[config.mk]
export PLATFORM = sky130hd
export DESIGN_NAME = csv_byte_field_splitter_core
export DESIGN_NICKNAME = d
export VERILOG_FILES = /design/src/sv/csvbfs_pkg.sv /design/src/sv/csvbfs_parse.sv /design/src/sv/csv_byte_field_splitter_core.sv
export SDC_FILE = /design/constraint.sdc
export NUM_CORES = 1
export LEC_CHECK = 0
export ABC_AREA = 1
export ABC_CLOCK_PERIOD_IN_PS = 2060
export BUFFER_PORTS_ARGS = -buffer_cell sky130_fd_sc_hd__buf_2
export CAP_MARGIN = 20
export CORE_MARGIN = 2
export CORE_UTILIZATION = 35
export DETAILED_ROUTE_END_ITERATION = 8
export PLACE_DENSITY = 0.62
export SYNTH_ARGS = -nofsm -noshare
export SYNTH_HDL_FRONTEND = slang
export SYNTH_SLANG_ARGS = --single-unit
[constraint.sdc]
create_clock -name clk_i -period 2.06 [get_ports clk_i]
set_input_delay 0.309 -clock clk_i [delete_from_list [all_inputs] [get_ports clk_i]]
set_output_delay 0.309 -clock clk_i [all_outputs]
set_load 0.05 [all_outputs]
[src/sv/csvbfs_pkg.sv]
// Package: byte codes, parser mode codes and shared types of the CSV splitter.
package csvbfs_pkg;

  // Byte codes with a fixed meaning
  localparam logic [7:0] CH_NEWLINE = 8'd10;
  localparam logic [7:0] CH_QUOTE   = 8'd34;
  localparam logic [7:0] CH_CR      = 8'd13;

  // Default field separator (comma)
  localparam logic [7:0] SEP_RESET  = 8'd44;

  // Parser mode codes
  localparam logic [1:0] MODE_PLAIN  = 2'd0;
  localparam logic [1:0] MODE_QUOTED = 2'd1;
  localparam logic [1:0] MODE_QSEEN  = 2'd2;

  // Parser state carried from byte to byte
  typedef struct packed {
    logic [1:0] mode;
    logic       at_start;
    logic       line_open;
    logic       cr_pending;
  } parse_state_t;

  localparam parse_state_t STATE_RESET = '{
    mode:       MODE_PLAIN,
    at_start:   1'b1,
    line_open:  1'b0,
    cr_pending: 1'b0
  };

  // One result item
  typedef struct packed {
    logic       emit_held_cr;
    logic       byte_valid;
    logic [7:0] out_byte;
    logic       field_end;
    logic       line_end;
  } parse_result_t;

endpackage

[src/sv/csvbfs_parse.sv]
// Combinational parse step: one byte plus current state gives result and next state.
module csvbfs_parse (
  input  logic [7:0]                in_byte_i,
  input  logic                      is_last_i,
  input  logic [7:0]                field_sep_i,
  input  csvbfs_pkg::parse_state_t  state_i,
  output csvbfs_pkg::parse_state_t  state_o,
  output csvbfs_pkg::parse_result_t result_o
);
  import csvbfs_pkg::*;

  always_comb begin
    parse_state_t  nxt;
    parse_result_t res;
    logic          content;
    logic          sep_end;

    nxt     = state_i;
    res     = '0;
    content = 1'b0;
    sep_end = 1'b0;

    if (in_byte_i == CH_NEWLINE) begin
      // newline closes the line; empty lines give no line end
      res.line_end = state_i.line_open;
      nxt          = STATE_RESET;
    end else begin
      nxt.line_open = 1'b1;

      // classify the byte by mode
      case (state_i.mode)
        MODE_QUOTED: begin
          if (in_byte_i == CH_QUOTE) nxt.mode = MODE_QSEEN;
          else                       content  = 1'b1;
        end
        MODE_QSEEN: begin
          if (in_byte_i == CH_QUOTE) begin
            nxt.mode = MODE_QUOTED;   // doubled quote
            content  = 1'b1;
          end else begin
            nxt.mode = MODE_PLAIN;
            if (in_byte_i == field_sep_i) sep_end = 1'b1;
            else                          content = 1'b1;
          end
        end
        default: begin
          nxt.mode = MODE_PLAIN;
          if (state_i.at_start && in_byte_i == CH_QUOTE) begin
            nxt.mode     = MODE_QUOTED;
            nxt.at_start = 1'b0;
          end else if (in_byte_i == field_sep_i) begin
            sep_end = 1'b1;
          end else begin
            content = 1'b1;
          end
        end
      endcase

      // separator: flush a held CR, then end the field
      if (sep_end) begin
        res.emit_held_cr = state_i.cr_pending;
        res.field_end    = 1'b1;
        nxt.cr_pending   = 1'b0;
        nxt.at_start     = 1'b1;
        nxt.mode         = MODE_PLAIN;
      end

      // content: flush a held CR, hold a new CR, else pass the byte
      if (content) begin
        nxt.at_start     = 1'b0;
        res.emit_held_cr = state_i.cr_pending;
        nxt.cr_pending   = (in_byte_i == CH_CR);
        if (in_byte_i != CH_CR) begin
          res.byte_valid = 1'b1;
          res.out_byte   = in_byte_i;
        end
      end

      // final byte ends any open line
      if (is_last_i) begin
        res.line_end = 1'b1;
        nxt          = STATE_RESET;
      end
    end

    state_o  = nxt;
    result_o = res;
  end

endmodule

[src/sv/csv_byte_field_splitter_core.sv]
// Top level: CSV byte stream splitter with input register and result register.
//
// Input stream (s_*): one text byte per transaction in s_tdata, s_tlast set on
// the final byte of the data. Output stream (m_*): exactly one result per
// input byte, in order. m_tdata carries the content byte (zero when none),
// m_tuser the flags, m_tlast the line end.
// Configuration: cfg_valid_i/cfg_ready_o/cfg_data_i write the field separator;
// write it only while no byte is in flight.
//
// An accepted byte is held in the input register, and its result moves into
// the output register when that register is free or being drained, so a
// receiver stall can hold it back. Throughput is one byte per cycle while the
// receiver takes each result, set by the single parse step between the
// two registers; the parser state updates as each result is registered.
// Reset clears both valid flags, resets the parser state and sets the separator to
// comma. When the receiver stalls the result stays stable, one more byte waits
// in the input register, and s_tready then drops until the result is taken.
module csv_byte_field_splitter_core (
  input  logic       clk_i,
  input  logic       rst_ni,
  // configuration write
  input  logic       cfg_valid_i,
  output logic       cfg_ready_o,
  input  logic [7:0] cfg_data_i,    // field_separator
  // input stream
  input  logic       s_tvalid,
  output logic       s_tready,
  input  logic [7:0] s_tdata,       // [7:0] in_byte
  input  logic       s_tlast,       // is_last
  // output stream
  output logic       m_tvalid,
  input  logic       m_tready,
  output logic [7:0] m_tdata,       // [7:0] out_byte
  output logic [2:0] m_tuser,       // [0] emit_held_cr, [1] byte_valid, [2] field_end
  output logic       m_tlast        // line_end
);
  import csvbfs_pkg::*;

  logic [7:0]    sep_q;
  logic          in_valid_q;
  logic [7:0]    in_byte_q;
  logic          in_last_q;
  parse_state_t  state_q, state_d;
  parse_result_t res_d, res_q;
  logic          out_valid_q;
  logic          advance;

  // separator register
  assign cfg_ready_o = 1'b1;
  always_ff @(posedge clk_i or negedge rst_ni) begin
    if (!rst_ni) begin
      sep_q <= SEP_RESET;
    end else if (cfg_valid_i) begin
      sep_q <= cfg_data_i;
    end
  end

  // move one byte into the result register when it is free or being drained
  assign advance  = in_valid_q && (!out_valid_q || m_tready);
  assign s_tready = !in_valid_q || advance;

  // input register
  always_ff @(posedge clk_i or negedge rst_ni) begin
    if (!rst_ni) begin
      in_valid_q <= 1'b0;
    end else if (s_tready) begin
      in_valid_q <= s_tvalid;
    end
  end

  always_ff @(posedge clk_i) begin
    if (s_tready && s_tvalid) begin
      in_byte_q <= s_tdata;
      in_last_q <= s_tlast;
    end
  end

  // parse step
  csvbfs_parse u_parse (
    .in_byte_i   (in_byte_q),
    .is_last_i   (in_last_q),
    .field_sep_i (sep_q),
    .state_i     (state_q),
    .state_o     (state_d),
    .result_o    (res_d)
  );

  // parser state and output valid
  always_ff @(posedge clk_i or negedge rst_ni) begin
    if (!rst_ni) begin
      state_q     <= STATE_RESET;
      out_valid_q <= 1'b0;
    end else begin
      if (advance) begin
        state_q <= state_d;
      end
      if (advance) begin
        out_valid_q <= 1'b1;
      end else if (m_tready) begin
        out_valid_q <= 1'b0;
      end
    end
  end

  // result register
  always_ff @(posedge clk_i) begin
    if (advance) begin
      res_q <= res_d;
    end
  end

  assign m_tvalid   = out_valid_q;
  assign m_tdata    = res_q.out_byte;
  assign m_tuser[0] = res_q.emit_held_cr;
  assign m_tuser[1] = res_q.byte_valid;
  assign m_tuser[2] = res_q.field_end;
  assign m_tlast    = res_q.line_end;

endmodule

==> results_dict.tcl <==
set metrics [dict create \
    outcome "finished clean" \
    synth.most_common_cell "nand2_1" \
    cts_setup_buffers 0 \
    ys.flop_type "edfxtp_1" \
    fin_nets 246 \
    avgSynthCellArea_sq_um 9.516 \
    globalRouteTotalUtil 0.1300 \
    pwr-share-comb 0.173 \
    die-area_sq_mm 0.005469 \
    viasPerCell 4.255 \
    worstSetupEndpointType "flop" \
    core_area_sq_mm 0.004723 \
    crit_buf_inv 1 \
    yosysSeqAreaShare 0.5902 \
    slowest_stage "dfrtp_1" \
    p_leak_nw 0.9477 \
    postCtsHoldBufs 1 \
    synth_top_cell_by_area "edfxtp_1" \
    dpl_cell_area_sq_mm 0.001968 \
    vias 1234 \
    drive_above_1_share 0.3318 \
    cts.clk_slew.worst_paths_ns 0.07 \
    die_y_um 73.96 \
    ios 37 \
    p_per_area_mw_per_mm2 809.5 \
    clk_latency_ns 0.29 \
    yosys-top-cells-count "nand2_1 (43), inv_1 (24), edfxtp_1 (21)" \
    drv_cap 0 \
    syn_nets 204 \
    finalHoldViolations 0 \
    syn_inst 180 \
    antenna_found_initial 0 \
    fin_crit_sh 0.8556 \
    crit_chain "inv_1, ha_1, nor2_1, nand3_1, nand3_1, nand2_1, nand2_2, nand3_2, nor2_1" \
    min_period_ns 1.763 \
    htreeDepth 2 \
    slowest_delay_ns 0.37 \
    worst_ep_arrival_time_ns 1.90 \
    synth_warnings 0 \
    drcViolationCount 0 \
    dpl.hpwl_um 2259 \
    async_reset_ff_frac 0.4167 \
    peakVddDrop_mv 0.4283 \
    grt_pass1_wl_um 5257 \
    cts_tree "yes" \
    grt_max_degree 19 \
    tns_ns 0 \
    intPower_mw 1.195 \
    clockBufferDepth 2 \
    routedWlPerCell_um 10.14 \
    fmax_ghz 0.5674 \
    synth_top_area_frac 0.3682 \
    numCtsBuffers 5 \
    drtIter0Drc 41 \
    place_congestion 0.7771 \
    ys_seq_elements 36 \
    firstDrtPassIters 4 \
    crit_type "flop to flop" \
    io_buffers 35 \
    grt_setup_unrepaired "false" \
    switchingPower_mw 0.4812 \
    slew_viol_final 0 \
    start_kind "flop" \
    clockPowerShare 0.302 \
    crit_family "simple AND/OR/NAND/NOR gates" \
    overflow 0 \
    p_seq_frac 0.525 \
    synth.area.top_cells "edfxtp_1 (37%), dfrtp_1 (16%), nand2_1 (9.4%), dfstp_2 (6.1%), inv_1 (5.3%)" \
    rows 25 \
    wl_um 2941 \
    synth_edf_count 21 \
    ys_types 25 \
    final_cell_area_sq_mm 0.002071 \
    antennaDiodeCount 0 \
    grt_pass1_vias 1194 \
    finClkSkew_ns 0.006807 \
    required_ns 2.19 \
    ctsResizeCount 0 \
    hold_class "input port to flop" \
    fillers 470 \
    setup_viol 0 \
    p_sw_frac 0.2871 \
    start_util 0.3626 \
    ant_nets 0 \
    synthesis.area_sq_mm 0.001713 \
    area_delta_synth_final_pct 20.89 \
    critPathMaxFanout 9 \
    clkSinkCount 36 \
    cts_root_buf "clkbuf_8" \
    fp.dieW_um 73.96 \
]
sequential cells by signal (all words and copies together), names as in the netlist:
| register | flops |
|---|---|
| in_byte_q | 8 |
| m_tdata | 8 |
| sep_q | 8 |
| state_q | 5 |
| m_tuser | 3 |
| in_last_q | 1 |
| in_valid_q | 1 |
| m_tlast | 1 |
| m_tvalid | 1 |
cell families (layout without fill, tap and decap cells):
family                   count (synthesis)  count (layout)  synth area share
AND/OR/NAND/NOR                         86              86            0.2308
buffers and inverters                   33              76           0.07451
flip-flops                              36              36            0.5902
multiplexers                             3               3           0.01972
AO/OA/AOI/OAI                           16              16           0.05260
other                                    1               1          0.002189
adder cells (fa/ha/maj)                  2               2           0.01461
XOR/XNOR                                 3               3           0.01534
stage by stage:
step	cells	util	hold slack [ns]	total power, mW	worst slack [ns]
after floorplan	180	-	0.01341	1.105	0.05172
after global placement	281	0.4167	0.2516	1.184	0.3979
after detailed placement	281	0.4167	0.2534	1.189	0.3030
after CTS	290	0.4384	0.1832	1.699	0.2799
after global routing	290	0.4384	0.1857	1.763	0.07780
final	290	0.4384	0.1908	1.676	0.2975
layout make-up:
class / instances / area, sq um / area share
flip-flops and latches: 36 / 1011 / 0.4882
multi-input cells: 111 / 574.3 / 0.2773
repair buffers: 37 / 192.7 / 0.09305
inverters: 31 / 116.4 / 0.05619
well taps: 67 / 83.83 / 0.04048
clock buffers: 6 / 82.58 / 0.03988
clock inverters: 2 / 10.01 / 0.004834
layout by cell type (no fill, tap or decap), types with 3 or more instances in the layout:
cell       n
dfstp_2    4
xnor2_1    3
o21ai_0    9
inv_1     24
clkbuf_8   6
nand2_1   43
a21oi_1    4
nor2_1    19
edfxtp_1  21
nand3_1    7
buf_2     35
inv_2      7
dfrtp_1   11
mux2_2     3
nand2_2    7
nand3_2    3
worst register-to-register path, delay by kind of cell, from the launching register on:
| kind | cells | cell delay, ns |
|---|---|---|
| adder cells (fa/ha/maj) | 1 | 0.34 |
| buffers and inverters | 1 | 0.05 |
| AND/OR/NAND/NOR | 7 | 0.86 |
| flip-flops | 1 | 0.37 |
power groups by stage:
stage	combinational, mW	clock (mW)	sequential [mW]
floorplan	0.130	0	0.975
global placement	0.290	0	0.895
detailed placement	0.293	0	0.896
CTS	0.295	0.523	0.881
global route	0.322	0.552	0.889
finish	0.290	0.506	0.881
metal layers:
layer,global-route usage,up-vias,part of all wire
met1,0.1826,543,0.52
li1,-,652,-
met3,0.03252,7,0.045
met5,0,-,0
met2,0.1895,32,0.42
met4,0.06061,0,0.022
path summary, 6_finish.rpt:
kind,from,to,slack (ns),cells after the start
setup / recovery,state_q[3],m_tdata[4],0.30,9
hold / removal,s_tdata[3],in_byte_q[3],0.19,1
setup reg to reg,state_q[3],m_tdata[4],0.30,9
hold reg to reg,in_valid_q,m_tvalid,0.49,2
max in group asynchronous,rst_ni,sep_q[3],1.26,2
min in group asynchronous,rst_ni,in_valid_q,0.49,2
(Power assumes the default switching activity.)
